`src/hw/rtl/rpip_pkg.sv`:
```
// ----------------------------------------------------------------------------
// rpip_pkg
// Shared widths and beat types for the radix prefixed integer parser.
// ----------------------------------------------------------------------------
package rpip_pkg;

    // Width of the internal accumulator; the result is always 32 bits.
    localparam int VALUE_BITS  = 32;
    localparam int RESULT_BITS = 32;

    // One character beat on the input channel.
    typedef struct packed {
        logic [7:0] char_code;
        logic       last_char;
    } char_beat_t;

    // One result beat on the output channel.
    typedef struct packed {
        logic                           parse_ok;
        logic signed [RESULT_BITS-1:0]  value;
    } result_beat_t;

    // End-of-argument summary handed from the parser core to the formatter.
    typedef struct packed {
        logic                  fire;
        logic                  ok;
        logic                  negative;
        logic [VALUE_BITS-1:0] acc;
    } finish_t;

endpackage

```
`src/hw/rtl/rpip_core.sv`:
```
// ----------------------------------------------------------------------------
// rpip_core
// Parser state machine and accumulator, updated once per accepted character.
// ----------------------------------------------------------------------------
module rpip_core
(
    input  logic                clk,
    input  logic                rst_n,
    input  logic                take,
    input  rpip_pkg::char_beat_t beat,
    output rpip_pkg::finish_t   finish
);

    typedef enum logic [3:0] {
        PH_SKIP,
        PH_ZERO,
        PH_SIGN,
        PH_DEC,
        PH_HEX,
        PH_BIN,
        PH_DONE,
        PH_ERR
    } phase_t;

    localparam logic [7:0] CH_SPACE = 8'h20;
    localparam logic [7:0] CH_TAB   = 8'h09;
    localparam logic [7:0] CH_LF    = 8'h0A;
    localparam logic [7:0] CH_ZERO  = 8'h30;
    localparam logic [7:0] CH_ONE   = 8'h31;
    localparam logic [7:0] CH_NINE  = 8'h39;
    localparam logic [7:0] CH_MINUS = 8'h2D;
    localparam logic [7:0] CH_X     = 8'h78;
    localparam logic [7:0] CH_B     = 8'h62;
    localparam logic [7:0] CH_LA    = 8'h61;
    localparam logic [7:0] CH_LF_HEX = 8'h66;
    localparam logic [7:0] CH_UA    = 8'h41;
    localparam logic [7:0] CH_UF    = 8'h46;

    localparam int VB = rpip_pkg::VALUE_BITS;

    phase_t        phase_reg, phase_next;
    logic [VB-1:0] acc_reg, acc_next;
    logic          neg_reg, neg_next;
    logic          hnp_reg, hnp_next;
    logic          dig_reg, dig_next;

    logic [7:0]    c;
    logic          is_dec;
    logic          is_ws;
    logic          is_hex;
    logic [3:0]    nibble;
    logic [3:0]    dec_val;
    logic [VB-1:0] acc_x10;
    logic          ok_now;

    // Character classification.
    always_comb
    begin
        c       = beat.char_code;
        is_dec  = (c >= CH_ZERO) && (c <= CH_NINE);
        is_ws   = (c == CH_SPACE) || (c == CH_TAB) || (c == CH_LF);
        dec_val = 4'(c - CH_ZERO);
        nibble  = 4'd0;
        is_hex  = 1'b1;
        if (is_dec)
        begin
            nibble = dec_val;
        end
        else if ((c >= CH_LA) && (c <= CH_LF_HEX))
        begin
            nibble = 4'(c - CH_LA + 8'd10);
        end
        else if ((c >= CH_UA) && (c <= CH_UF))
        begin
            nibble = 4'(c - CH_UA + 8'd10);
        end
        else
        begin
            is_hex = 1'b0;
        end
        // Times ten plus the digit as two shifts and two adds, wrapping at the accumulator width.
        acc_x10 = (acc_reg << 3) + (acc_reg << 1) + VB'(dec_val);
    end

    // Next parser state for the current character.
    always_comb
    begin
        phase_next = phase_reg;
        acc_next   = acc_reg;
        neg_next   = neg_reg;
        hnp_next   = hnp_reg;
        dig_next   = dig_reg;

        case (phase_reg)
            PH_SKIP:
            begin
                if (is_ws)
                begin
                    phase_next = PH_SKIP;
                end
                else if (c == CH_ZERO)
                begin
                    phase_next = PH_ZERO;
                    dig_next   = 1'b1;
                end
                else if (c == CH_MINUS)
                begin
                    phase_next = PH_SIGN;
                    neg_next   = 1'b1;
                end
                else if (is_dec)
                begin
                    acc_next   = VB'(dec_val);
                    dig_next   = 1'b1;
                    phase_next = PH_DEC;
                end
                else
                begin
                    phase_next = PH_ERR;
                end
            end
            PH_ZERO:
            begin
                if (c == CH_X)
                begin
                    phase_next = PH_HEX;
                    dig_next   = 1'b0;
                end
                else if (c == CH_B)
                begin
                    phase_next = PH_BIN;
                    dig_next   = 1'b0;
                end
                else if (is_dec)
                begin
                    acc_next   = VB'(dec_val);
                    phase_next = PH_DEC;
                end
                else if (is_ws)
                begin
                    phase_next = (dig_reg && !hnp_reg) ? PH_DONE : PH_ERR;
                end
                else
                begin
                    phase_next = PH_ERR;
                end
            end
            PH_SIGN, PH_DEC:
            begin
                if (is_dec)
                begin
                    acc_next   = acc_x10;
                    dig_next   = 1'b1;
                    phase_next = PH_DEC;
                end
                else if (is_ws)
                begin
                    phase_next = (dig_reg && !hnp_reg) ? PH_DONE : PH_ERR;
                end
                else
                begin
                    phase_next = PH_ERR;
                end
            end
            PH_HEX:
            begin
                if (is_hex)
                begin
                    acc_next = {acc_reg[VB-5:0], nibble};
                    if (hnp_reg)
                    begin
                        hnp_next = 1'b0;
                        dig_next = 1'b1;
                    end
                    else
                    begin
                        hnp_next = 1'b1;
                    end
                end
                else if (is_ws)
                begin
                    phase_next = (dig_reg && !hnp_reg) ? PH_DONE : PH_ERR;
                end
                else
                begin
                    phase_next = PH_ERR;
                end
            end
            PH_BIN:
            begin
                if ((c == CH_ZERO) || (c == CH_ONE))
                begin
                    acc_next = {acc_reg[VB-2:0], c[0]};
                    dig_next = 1'b1;
                end
                else if (is_ws)
                begin
                    phase_next = (dig_reg && !hnp_reg) ? PH_DONE : PH_ERR;
                end
                else
                begin
                    phase_next = PH_ERR;
                end
            end
            PH_DONE:
            begin
                phase_next = PH_DONE;
            end
            default:
            begin
                phase_next = PH_ERR;
            end
        endcase
    end

    // Verdict on the argument as it stands after this character.
    always_comb
    begin
        if (phase_next == PH_DONE)
        begin
            ok_now = 1'b1;
        end
        else if ((phase_next == PH_ERR) || (phase_next == PH_SKIP))
        begin
            ok_now = 1'b0;
        end
        else
        begin
            ok_now = dig_next && !hnp_next;
        end
        finish.fire     = take && beat.last_char;
        finish.ok       = ok_now;
        finish.negative = neg_next;
        finish.acc      = acc_next;
    end

    // Parser state; a last character returns everything to the reset state.
    always_ff @(posedge clk or negedge rst_n)
    begin
        if (!rst_n)
        begin
            phase_reg <= PH_SKIP;
            acc_reg   <= '0;
            neg_reg   <= 1'b0;
            hnp_reg   <= 1'b0;
            dig_reg   <= 1'b0;
        end
        else if (take)
        begin
            if (beat.last_char)
            begin
                phase_reg <= PH_SKIP;
                acc_reg   <= '0;
                neg_reg   <= 1'b0;
                hnp_reg   <= 1'b0;
                dig_reg   <= 1'b0;
            end
            else
            begin
                phase_reg <= phase_next;
                acc_reg   <= acc_next;
                neg_reg   <= neg_next;
                hnp_reg   <= hnp_next;
                dig_reg   <= dig_next;
            end
        end
    end

endmodule

```
`src/hw/rtl/rpip_fmt.sv`:
```
// ----------------------------------------------------------------------------
// rpip_fmt
// Applies the sign, widens to 32 bits and holds the result beat.
// ----------------------------------------------------------------------------
module rpip_fmt
(
    input  logic                   clk,
    input  logic                   rst_n,
    input  rpip_pkg::finish_t      finish,
    input  logic                   result_ready,
    output logic                   result_valid,
    output rpip_pkg::result_beat_t result
);

    localparam int VB = rpip_pkg::VALUE_BITS;
    localparam int RB = rpip_pkg::RESULT_BITS;

    logic [VB-1:0]        signed_acc;
    logic [RB-1:0]        wide_value;
    logic                 valid_reg, valid_next;
    rpip_pkg::result_beat_t result_reg, result_next;

    // Negate modulo the accumulator width.
    assign signed_acc = finish.negative ? (VB'(0) - finish.acc) : finish.acc;

    // Sign-extend or truncate to the result width.
    generate
        if (VB >= RB)
        begin : g_trunc
            assign wide_value = signed_acc[RB-1:0];
        end
        else
        begin : g_ext
            assign wide_value = {{(RB-VB){signed_acc[VB-1]}}, signed_acc};
        end
    endgenerate

    always_comb
    begin
        result_next = result_reg;
        valid_next  = valid_reg;
        if (finish.fire)
        begin
            result_next.parse_ok = finish.ok;
            result_next.value    = finish.ok ? wide_value : '0;
            valid_next           = 1'b1;
        end
        else if (result_ready)
        begin
            valid_next = 1'b0;
        end
    end

    // Result register.
    always_ff @(posedge clk or negedge rst_n)
    begin
        if (!rst_n)
        begin
            valid_reg <= 1'b0;
        end
        else
        begin
            valid_reg <= valid_next;
        end
    end

    always_ff @(posedge clk)
    begin
        result_reg <= result_next;
    end

    assign result_valid = valid_reg;
    assign result       = result_reg;

endmodule

```
`src/hw/rtl/radix_prefixed_integer_parser.sv`:
```
// ----------------------------------------------------------------------------
// radix_prefixed_integer_parser
// Streaming ASCII integer parser: decimal with optional minus, 0x hex in
// whole bytes, 0b binary; one result beat per argument on its last character.
// ----------------------------------------------------------------------------
//  Channel  | Handshake                  | Payload
//  ---------+----------------------------+-------------------------------
//  char     | char_valid / char_ready    | char_beat (char_code, last_char)
//  result   | result_valid / result_ready| result (parse_ok, value)
//
// One character beat is taken per cycle while char_ready is high; the parser
// state updates at the edge that takes it, through one shift-add of the accumulator.
// A last character loads the result register at the edge that takes it, so
// the result beat is offered from the next cycle, and the same edge resets
// the parser, so the next argument may start on the following cycle if result_ready is high.
// char_ready drops only while a result waits and result_ready is low.
// rst_n clears the parser state and the result valid flag asynchronously.
// ----------------------------------------------------------------------------
module radix_prefixed_integer_parser
(
    input  logic                   clk,
    input  logic                   rst_n,
    input  logic                   char_valid,
    output logic                   char_ready,
    input  rpip_pkg::char_beat_t   char_beat,
    output logic                   result_valid,
    input  logic                   result_ready,
    output rpip_pkg::result_beat_t result
);

    logic              take;
    rpip_pkg::finish_t finish;

    // A beat is taken whenever the result register can accept a new result.
    assign char_ready = !result_valid || result_ready;
    assign take       = char_valid && char_ready;

    rpip_core u_core
    (
        .clk    (clk),
        .rst_n  (rst_n),
        .take   (take),
        .beat   (char_beat),
        .finish (finish)
    );

    rpip_fmt u_fmt
    (
        .clk          (clk),
        .rst_n        (rst_n),
        .finish       (finish),
        .result_ready (result_ready),
        .result_valid (result_valid),
        .result       (result)
    );

endmodule

```
`config.mk`:
```
export PLATFORM = sky130hd
export DESIGN_NAME = radix_prefixed_integer_parser
export DESIGN_NICKNAME = d
export VERILOG_FILES = /design/src/hw/rtl/rpip_pkg.sv /design/src/hw/rtl/rpip_core.sv /design/src/hw/rtl/rpip_fmt.sv /design/src/hw/rtl/radix_prefixed_integer_parser.sv
export SDC_FILE = /design/constraint.sdc
export NUM_CORES = 1
export LEC_CHECK = 0
export ABC_AREA = 1
export BUFFER_PORTS_ARGS = -buffer_cell sky130_fd_sc_hd__buf_4
export CAP_MARGIN = 20
export CORE_UTILIZATION = 65
export CTS_BUF_LIST = sky130_fd_sc_hd__clkbuf_4
export DETAILED_ROUTE_END_ITERATION = 10
export GPL_TIMING_DRIVEN = 0
export PLACE_DENSITY_LB_ADDON = 0.25
export SLEW_MARGIN = 20
export SYNTH_ARGS = -nofsm -noshare
export SYNTH_HDL_FRONTEND = slang
export SYNTH_SLANG_ARGS = --single-unit
```
`constraint.sdc`:
```
create_clock -name clk -period 5.8 [get_ports clk]
set_input_delay 0.58 -clock clk [delete_from_list [all_inputs] [get_ports clk]]
set_output_delay 0.58 -clock clk [all_outputs]
set_load 0.01 [all_outputs]
```
==> results.md <==
* Outcome: finished, violations left
* Initial antenna violation count at 0
* Root buf cell: clkbuf_4
* FF-to-FF Start: u_core.acc_reg[2]
* Avg Inst Size Synth at 6.34 um^2
* Crit path buf inv count at 2
* Sequential Power Share at between 30% and 40%
* Synth Area in Adders at around a tenth
* Area leader, netlist: nand2_1
* Mux cell area share after synthesis at 0%
* Final nets at 1,373
* Post-route DRC at 2
* TritonCTS Sinks at 73
* Initial Util at 67.8%
* DR vias at 8,902
* Switching pwr at 0.000836 W
* Logic pwr share at 46.7%
* Final Hold Viols at 0
* Pwr dens at around 220 nW/um^2
* Power Total at 0.00185 W
* Most used cell, CP: nand2_1
* Critical Path AT at 4.24 ns
* Synth Warn # at 0
* Async set-reset flop share out of synthesis at 54.8%
* Total routed wirelength at about 24 mm
* IO buf count at 47
* Tmin final at 4.01 ns
* Max Freq at 249 MHz
* Synth Flop Type: dfrtp_1
* Period utilization at 69.2%
* Post-Synth Simple-Gate Area at 38.4%
* FILL cells at 1,032
* CTS H-tree depth at 3
* Reg2Reg Depth at 21
* RSZ-0062 raised after global routing: no
* CP Max Fanout at 5
* Share of layout cells above drive strength 1 at slightly below 10%
* Unique masters post-synth at 45
* Switching share of power at between 40% and 50%
* Worst setup path class: reg -> reg
* Most frequent cells in the layout: nand2_1, inv_1, nor2_1
* Placed cell area at 8400 um^2
* Resized cells post-CTS at 0
* Final setup margin at roughly 1.8 ns
* Clock Power Share at 20.7%
* IO Pins at 48
* Iteration count of the initial detailed-routing pass at 10
* Data required, critical path at 6.02 ns
* Post-synth EDFFs at 33
* Max reg flops at 33
* Synth Area in XOR/XNOR at 0.447%
* Slew Limit Fails at 0
* Diodes inserted at 0
* Worst R2R Setup Slack at ~1.8 ns
* #FFs+latches synth at 73
* CP Cell Sequence: inv_1 > fa_1 > inv_1 > fa_1 > nand3_1 > nand2_1 > nand2_1 > nand2_1 > or2_2 > nand2_1 > nand3_1 > a21oi_2 > nand2_1 > nor2_1 > nand3_1 > nor2_4 > nand2_1 > nand2_1 > nand3_1 > nand2_1 > nor2_1
* CORE AREA at about 12,000 um^2
* Post-synthesis compound-gate area fraction at 14.8%
* Total GRT Usage at 39.2%
* CP startpoint kind: register
* Reg clk slew, reported paths at 0.14 ns
* Maximum vdd drop at 0.223 mV
* Synth top area share at approximately 16%
* Worst Skew at 0.0177 ns
* Avg WL per Cell at 16.7 um
* Post-Syn Area at 7840 um^2
* Syn_nets at 1,314
* Leak at 4.58 nW
* CP max-delay cell: fa_1
* First DRT Iteration DRCs at between 1,000 and 1,500
* Clock buffer count from CTS at 9
* Most common cell after layout, fill and taps aside: nand2_1
* Largest net degree at the start of global routing at 41
* Antenna viol nets, final at 0
* Setup crit end kind: register
* Die width at 112 um
* R2R Path End: u_fmt.result[25]
* HPWL Detailed at 18.8 mm
* Die Y at 112 um
* Max cap viols at 0
* Multi-input gate area at between 5000 and 6000 um^2
* CP peak stage delay at 0.51 ns
* GP Congestion at 0.983
* Hold-fix buffers, CTS at 0
* # rows at 39
* Final setup fails at 0
* Register area at 1990 um^2
* Largest family of logic cells by synthesized area: simple AND/OR/NAND/NOR gates
* Worst Hold Class: in -> async
* Synthesized instance count at 1,236
* CTS tree: built
* TNS Setup at 0 ns
* Setup fix buffers added after clock tree synthesis at 0
* First-pass GRT wire length at a little under 40 mm
* Clock Latency Late Sink at 0.46 ns
* WP depth at 21
* Grt ovf at 0
* Critical path's top delay family: simple AND/OR/NAND/NOR gates
* Number of global-route vias before repair at 8,395
* Dpl ws at 1.55 ns
* Slew HR at 50.8%
* Design area at 8560 um^2
* Total die area at roughly 12,000 um^2
* Max clock buf depth at 2
* Int Pwr at about 0.0010 W
* DR vias/cell at roughly 6
* Seq/Total Area, Yosys at 25.4%
* Failing checks: design-rule violations
* Area contributors post-synth: nand2_1, dfrtp_1, edfxtp_1
* Layout area overhead at 9.20%
* Worst slew pin tran at 0.735 ns
logic make-up (layout without fill, tap and decap cells):
| group | count (synthesis) | after routing |
|---|---|---|
| AO/OA/AOI/OAI | 208 | 208 |
| adder cells (fa/ha/maj) | 65 | 65 |
| buffers and inverters | 202 | 266 |
| flip-flops | 73 | 73 |
| XOR/XNOR | 4 | 4 |
| AND/OR/NAND/NOR | 684 | 684 |
metal layers:
metal | vias up | wire length (um) | global-route usage [%]
met5 | - | 0 | 0
met4 | 0 | 1540 | 24.6
met3 | 115 | 2280 | 6.15
met2 | 502 | 11000 | 65.5
met1 | 4053 | 9290 | 47.1
li1 | 4232 | - | -
worst reg2reg max path: stages (launching register included):
cell and delay [ns]:
dfrtp_1 0.44, inv_1 0.15, fa_1 0.50, inv_1 0.07
fa_1 0.51, nand3_1 0.14, nand2_1 0.10, nand2_1 0.08
nand2_1 0.10, or2_2 0.29, nand2_1 0.13, nand3_1 0.10
a21oi_2 0.24, nand2_1 0.12, nor2_1 0.15, nand3_1 0.14
nor2_4 0.17, nand2_1 0.10, nand2_1 0.11, nand3_1 0.08
nand2_1 0.07, nor2_1 0.04
cell type report:
type	instances	area share, %
multi-input combinational	961	59.0
sequential	73	23.3
inverter	177	7.76
timing repair buffer	48	4.36
tap	143	2.09
buffer	25	1.65
clock inverter	7	1.10
clock buffer	9	0.790
power groups by stage:
stage | Clock [W] | Combinational, W | Sequential, W
5_1_grt | 0.000395 | 0.000939 | 0.000606
2_1_floorplan | 0 | 0.000591 | 0.000613
4_1_cts | 0.000377 | 0.000839 | 0.000602
3_3_place_gp | 0 | 0.000822 | 0.000612
3_5_place_dp | 0 | 0.000834 | 0.000613
6_report | 0.000382 | 0.000864 | 0.000603
through the flow:
| stage | util [%] | hold WS (ns) | std cells |
|---|---|---|---|
| 3_3_place_gp | 72.4 | 0.505 | 1426 |
| 2_1_floorplan | - | 0.284 | 1236 |
| 4_1_cts | 74.0 | 0.127 | 1443 |
| 6_report | 74.0 | 0.0973 | 1443 |
| 5_1_grt | 74.0 | 0.146 | 1443 |
| 3_5_place_dp | 72.6 | 0.507 | 1427 |
Yosys cell counts (3+ instances only):
master	count
inv_2	11
nand2_1	338
buf_2	8
nand3_2	3
buf_6	3
nor2_2	8
clkbuf_1	8
nand3b_1	14
dfrtp_1	40
o21bai_1	5
xor2_1	3
ha_1	63
o211ai_1	8
nor2_1	136
edfxtp_1	33
and2_1	3
o21ai_1	7
nor2_4	4
nor3_1	10
buf_4	4
nand3_1	126
inv_1	166
o22ai_1	40
a21oi_2	3
nand4_1	21
a21oi_1	69
o21ai_0	66
or2_2	4
nand2_2	9
a211oi_1	3
worst max-delay path by stage:
stage / startpoint / endpoint / slack (ns)
after floorplan: char_beat[4] / u_fmt.result[28] / 2.22
after global placement: char_beat[1] / u_fmt.result[24] / 1.55
after detailed placement: char_beat[1] / u_fmt.result[28] / 1.55
after CTS: u_core.acc_reg[2] / u_fmt.result[25] / 1.84
after global routing: u_core.acc_reg[2] / u_fmt.result[28] / 1.46
final: u_core.acc_reg[2] / u_fmt.result[25] / 1.79
(Power assumes the default switching activity.)
